===== src/hw/rtl/assert_macros.svh =====
// assertion macros used by the weight update unit
`ifndef ASSERT_MACROS_SVH
`define ASSERT_MACROS_SVH

// property must hold at every clock edge outside reset
`define ASSERT_CLKED(lbl, clk, rstn, prop, msg) \
  lbl: assert property (@(posedge clk) disable iff (!rstn) prop) else $error(msg);

// condition must never be seen at a clock edge outside reset
`define ASSERT_NEVER(lbl, clk, rstn, cond, msg) \
  lbl: assert property (@(posedge clk) disable iff (!rstn) !(cond)) else $error(msg);

`endif


===== src/hw/rtl/mlpbp_pkg.sv =====
// constants, types and fixed-point helpers for the weight update unit
`timescale 1ns / 1ps
package mlpbp_pkg;

  localparam int INPUT_WIDTH   = 64;
  localparam int HIDDEN_WIDTH  = 10;
  localparam int HIDDEN_LAYERS = 2;
  localparam int FRAC_BITS     = 16;

  localparam int DATA_W       = 32;
  localparam int STEP_W       = 17;
  localparam int CMD_W        = 3;
  localparam int LAYER_FLD_W  = 3;
  localparam int NODE_FLD_W   = 6;
  localparam int SLOT_FLD_W   = 4;
  localparam logic [STEP_W-1:0] STEP_RESET = STEP_W'(6554);

  localparam int W_DEPTH = INPUT_WIDTH * HIDDEN_WIDTH
                         + (HIDDEN_LAYERS - 1) * HIDDEN_WIDTH * HIDDEN_WIDTH + HIDDEN_WIDTH;
  localparam int B_DEPTH = (HIDDEN_LAYERS + 1) * HIDDEN_WIDTH;
  localparam int H_DEPTH = HIDDEN_LAYERS * HIDDEN_WIDTH;

  localparam int WA_W    = (W_DEPTH > 1) ? $clog2(W_DEPTH) : 1;
  localparam int BA_W    = (B_DEPTH > 1) ? $clog2(B_DEPTH) : 1;
  localparam int HA_W    = (H_DEPTH > 1) ? $clog2(H_DEPTH) : 1;
  localparam int IA_W    = (INPUT_WIDTH > 1) ? $clog2(INPUT_WIDTH) : 1;
  localparam int MAX_NODES = (INPUT_WIDTH > HIDDEN_WIDTH) ? INPUT_WIDTH : HIDDEN_WIDTH;
  localparam int NODE_W  = (MAX_NODES > 1) ? $clog2(MAX_NODES) : 1;
  localparam int SLOT_W  = (HIDDEN_WIDTH > 1) ? $clog2(HIDDEN_WIDTH) : 1;
  localparam int LAYER_W = $clog2(HIDDEN_LAYERS + 1);

  localparam int OPA_W   = DATA_W + 1;
  localparam int PROD_W  = OPA_W + DATA_W;
  localparam int ACC_W   = DATA_W + SLOT_W + 1;

  localparam logic signed [DATA_W-1:0] Q_ONE = DATA_W'(1) << FRAC_BITS;

  typedef enum logic [CMD_W-1:0] {
    CMD_WR_WEIGHT = 3'd0,
    CMD_WR_BIAS   = 3'd1,
    CMD_IN_ACT    = 3'd2,
    CMD_HID_ACT   = 3'd3,
    CMD_NET_OUT   = 3'd4,
    CMD_TRAIN     = 3'd5,
    CMD_RD_WEIGHT = 3'd6,
    CMD_RD_BIAS   = 3'd7
  } cmd_e;

  typedef logic signed [PROD_W:0] wide_t;

  function automatic logic signed [DATA_W-1:0] sat_wide(input wide_t v);
    logic signed [DATA_W-1:0] r;
    if (v[PROD_W:DATA_W-1] == {(PROD_W + 2 - DATA_W){v[PROD_W]}}) begin
      r = v[DATA_W-1:0];
    end else if (v[PROD_W]) begin
      r = {1'b1, {(DATA_W-1){1'b0}}};
    end else begin
      r = {1'b0, {(DATA_W-1){1'b1}}};
    end
    return r;
  endfunction

  // add half an lsb, floor shift, clamp
  function automatic logic signed [DATA_W-1:0] round_sat(input logic signed [PROD_W-1:0] p);
    wide_t t;
    t = (PROD_W+1)'(p) + ((PROD_W+1)'(1) <<< (FRAC_BITS - 1));
    return sat_wide(t >>> FRAC_BITS);
  endfunction

  function automatic logic signed [DATA_W-1:0] sat_add(input logic signed [DATA_W-1:0] a,
                                                       input logic signed [DATA_W-1:0] b);
    return sat_wide((PROD_W+1)'(a) + (PROD_W+1)'(b));
  endfunction

  function automatic logic signed [DATA_W-1:0] sat_sub(input logic signed [DATA_W-1:0] a,
                                                       input logic signed [DATA_W-1:0] b);
    return sat_wide((PROD_W+1)'(a) - (PROD_W+1)'(b));
  endfunction

  function automatic logic signed [DATA_W-1:0] sat_acc(input logic signed [ACC_W-1:0] a);
    return sat_wide((PROD_W+1)'(a));
  endfunction

  function automatic int layer_fanout(input int l);
    return (l < HIDDEN_LAYERS) ? HIDDEN_WIDTH : 1;
  endfunction

  function automatic int layer_nodes(input int l);
    return (l == 0) ? INPUT_WIDTH : HIDDEN_WIDTH;
  endfunction

  function automatic logic weight_ok(input int l, input int j, input int s);
    return (l <= HIDDEN_LAYERS) && (j < layer_nodes(l)) && (s < layer_fanout(l));
  endfunction

  function automatic logic bias_ok(input int l, input int s);
    return (l <= HIDDEN_LAYERS) && (s < layer_fanout(l));
  endfunction

  function automatic logic [WA_W-1:0] weight_addr(input int l, input int j, input int s);
    int base;
    base = (l == 0) ? 0
         : INPUT_WIDTH * HIDDEN_WIDTH + (l - 1) * HIDDEN_WIDTH * HIDDEN_WIDTH;
    return WA_W'(base + j * layer_fanout(l) + s);
  endfunction

endpackage


===== src/hw/rtl/mlpbp_qmul.sv =====
// shared fixed-point multiplier: product stage, then round and clamp stage
`timescale 1ns / 1ps
module mlpbp_qmul (
  input  logic                                  clk_i,
  input  logic signed [mlpbp_pkg::OPA_W-1:0]    a_i,
  input  logic signed [mlpbp_pkg::DATA_W-1:0]   b_i,
  output logic signed [mlpbp_pkg::DATA_W-1:0]   q_o
);

  logic signed [mlpbp_pkg::PROD_W-1:0] prod_q;
  logic signed [mlpbp_pkg::DATA_W-1:0] q_q;

  // the product is registered in prod_q, then rounded and clamped into q_q
  always_ff @(posedge clk_i) begin
    prod_q <= a_i * b_i;
    q_q    <= mlpbp_pkg::round_sat(prod_q);
  end

  assign q_o = q_q;

endmodule


===== config.mk =====
export PLATFORM = sky130hd
export DESIGN_NAME = mlpbp_qmul
export DESIGN_NICKNAME = d
export VERILOG_FILES = /design/src/hw/rtl/assert_macros.svh /design/src/hw/rtl/mlpbp_pkg.sv /design/src/hw/rtl/mlpbp_qmul.sv
export SDC_FILE = /design/constraint.sdc
export NUM_CORES = 2
export LEC_CHECK = 0
export BUFFER_PORTS_ARGS = -buffer_cell sky130_fd_sc_hd__buf_2
export CAP_MARGIN = 0
export CELL_PAD_IN_SITES_DETAIL_PLACEMENT = 0
export CELL_PAD_IN_SITES_GLOBAL_PLACEMENT = 1
export CORE_MARGIN = 5
export CORE_UTILIZATION = 52
export CTS_CLUSTER_DIAMETER = 60
export DETAILED_ROUTE_END_ITERATION = 10
export GPL_ROUTABILITY_DRIVEN = 0
export HOLD_SLACK_MARGIN = 0.1
export PLACE_DENSITY = 0.87
export SYNTH_ARGS = -nofsm -noshare
export SYNTH_HDL_FRONTEND = slang
export SYNTH_SLANG_ARGS = --single-unit

===== constraint.sdc =====
create_clock -name clk_i -period 13.9 [get_ports clk_i]
set_clock_uncertainty 0.2 [all_clocks]
set_input_delay 2.78 -clock clk_i [delete_from_list [all_inputs] [get_ports clk_i]]
set_output_delay 2.78 -clock clk_i [all_outputs]
set_load 0.02 [all_outputs]

==> results.ini <==
[setup_path]
timing.rr.end=q_o[25]$_DFF_P_
end_kind=flip-flop
cpPeakStageDelay_ns=0.95
reg2reg_slack_ns=9.42
path_buf_inv=8
worstPathRequired_ns=13.98
r2r_cells=9
path_class=input port to flip-flop
cpMaxStageDelayCell=fa_1
r2r_start=prod_q[19]$_DFF_P_
start_kind=input port
arrival_ns=11.73
path_max_fanout=33
crit_path_frequent_cell=fa_1
cp_top_family=adder cells

[grt]
antenna_found_initial=5
grt_pass1_wl_um=173100
grtUsageTotal_pct=26.65
grt-ovfl-total=0
first_global_vias=31940
grt_start_max_net_pins=34

[run]
drv_cap=0

[yosys]
ys_types=65
async_reset_ff_share_pct=0
yosysTopAreaCellShare_pct=55.93
synth_cells=4232
yosys_warnings=0
yosys_register_bits=82
synth.most_common_cell=fa_1
netlist_area_sq_mm=0.03977
synth_area_leaders=fa_1, inv_1, and2_1, ha_1, nand2_1
synthTopCellsByCount=fa_1, inv_1, nand2_1
ys.flop_type=dfxtp_1
synth-edff-count=0
ys_seq_area_share_pct=4.128
synth_largest_area_cell=fa_1
syn_nets=5592
syn_area_per_cell_sq_um=9.397

[cts]
clk_latency_ns=0.35
cts_hold_buf=0
cts.htree.levels=3
clk_pin_slew_worst_paths_ns=0.07
cts_setup_buffers=0
cts_sinks=82
cts_buffers=9
post_cts_resize_count=0
cts_buffer_depth=2
cts-root-buf=clkbuf_16
cts_tree=done

[placed_design]
portBuffers=97
dp_hpwl_um=81850

[timing]
finalCritPeriodShare_pct=83.79
rsz0062_at_grt=no
layout_min_cycle_time_ns=11.65
fin_tns_setup_ns=0
slew_violations=0
hold_violations=0
setup_viol=0
worstMarginPinSlew_ns=1.121
fmax_ghz=0.08586
holdWs_ns=0.3846
relSlewSlack_pct=24.49

[layout]
drive_above_1_share_pct=3.868
fillCellCount=6959
area_delta_synth_final_pct=3.452
nets=5492

[floorplan]
die_y_um=286.5
rows=101
ios=98
die_area_sq_mm=0.08211
coreArea_sq_mm=0.07595
start_util_pct=52.36
die_x_um=286.5

[routing]
wl_um=103500
wl_per_cell_um=20.02
vias=27870
drt_first_pass_iters=5
first_iter_violations=1695
drc=0
avgViaCountPerCell=5.390
ant_nets=0

[worst_hold_path]
min_to=q_o[8]$_DFF_P_
hold_class=flip-flop to flip-flop
hold_depth=2
min-delay-start=prod_q[24]$_DFF_P_

[outcome]
status=complete, no violations

==> final cells by class <==
type / count / area (sq um) / area share [%]
tap: 1030 / 1289 / 3.133
antenna: 3 / 7.507 / 0.01825
multi-input combinational: 2922 / 33490 / 81.40
sequential: 82 / 1642 / 3.990
clock buffer: 9 / 225.2 / 0.5474
timing repair buffer: 114 / 613.1 / 1.490
clock inverter: 7 / 108.9 / 0.2646
inverter: 1003 / 3765 / 9.151
==> worst max-delay path by stage <==
stage                 start            endpoint  depth (start not counted)
global placement     b_i[5]  prod_q[61]$_DFF_P_                         25
finish               b_i[5]  prod_q[61]$_DFF_P_                         25
detailed placement   b_i[5]  prod_q[61]$_DFF_P_                         25
CTS                  b_i[5]  prod_q[61]$_DFF_P_                         25
floorplan           a_i[32]  prod_q[61]$_DFF_P_                         25
global route         b_i[5]  prod_q[61]$_DFF_P_                         25
==> tightest hold or removal path, cell delays in order, from the launching register on <==
cell,delay [ns]
dfxtp_1,0.35
xor2_1,0.08
a21oi_1,0.12
==> logic make-up after synthesis <==
| kind of cell | count (synthesis) | synth area share, % |
|---|---|---|
| compound gates | 243 | 3.971 |
| buf+inv | 1228 | 11.67 |
| simple gates | 1292 | 16.49 |
| mux | 2 | 0.05349 |
| xor+xnor | 91 | 2.004 |
| flops | 82 | 4.128 |
| fa+ha+maj | 1294 | 61.69 |
==> per-stage QoR <==
step           instance area [sq um]  instances  utilization [%]  setup slack, ns
5_1_grt                        41130       5168            54.16            1.666
3_3_place_gp                   40800       5151            53.72            1.913
2_1_floorplan                  39770       4232                -            3.156
3_5_place_dp                   40800       5151            53.72            1.633
4_1_cts                        41130       5167            54.16            1.968
6_report                       41140       5170            54.17            2.253
==> routing by layer <==
metal,GRT usage (%),share of wire [%],up-vias
li1,-,-,11990
met1,34.35,39,14560
met2,45.74,49,1067
met3,3.805,6.9,256
met4,10.58,4.9,2
met5,0,0.013,-
==> cells in the final DEF, fill, tap and decap left out, types with 12 or more instances in the layout <==
master | netlist | final
inv_1 | 1003 | 1003
nor3_1 | 16 | 16
nand2b_1 | 12 | 12
xor2_1 | 32 | 32
o21ai_0 | 35 | 35
and2_1 | 535 | 535
buf_4 | 0 | 17
fa_1 | 1111 | 1111
nand4_1 | 26 | 26
a211oi_1 | 13 | 13
xnor2_1 | 59 | 59
a21o_1 | 33 | 33
a21oi_1 | 84 | 83
buf_2 | 1 | 97
nor2_1 | 71 | 71
dfxtp_1 | 82 | 82
ha_1 | 183 | 183
nand2_1 | 545 | 545
nand3_1 | 29 | 29
and3_1 | 15 | 15
==> flip-flops by register name, summed over array words and instances, names as in the netlist <==
name    flops
prod_q     50
q_o        32
Power is left out: the tool's default activity adds up to more than one toggle a clock period on the data nets, which glitch-free logic cannot reach.
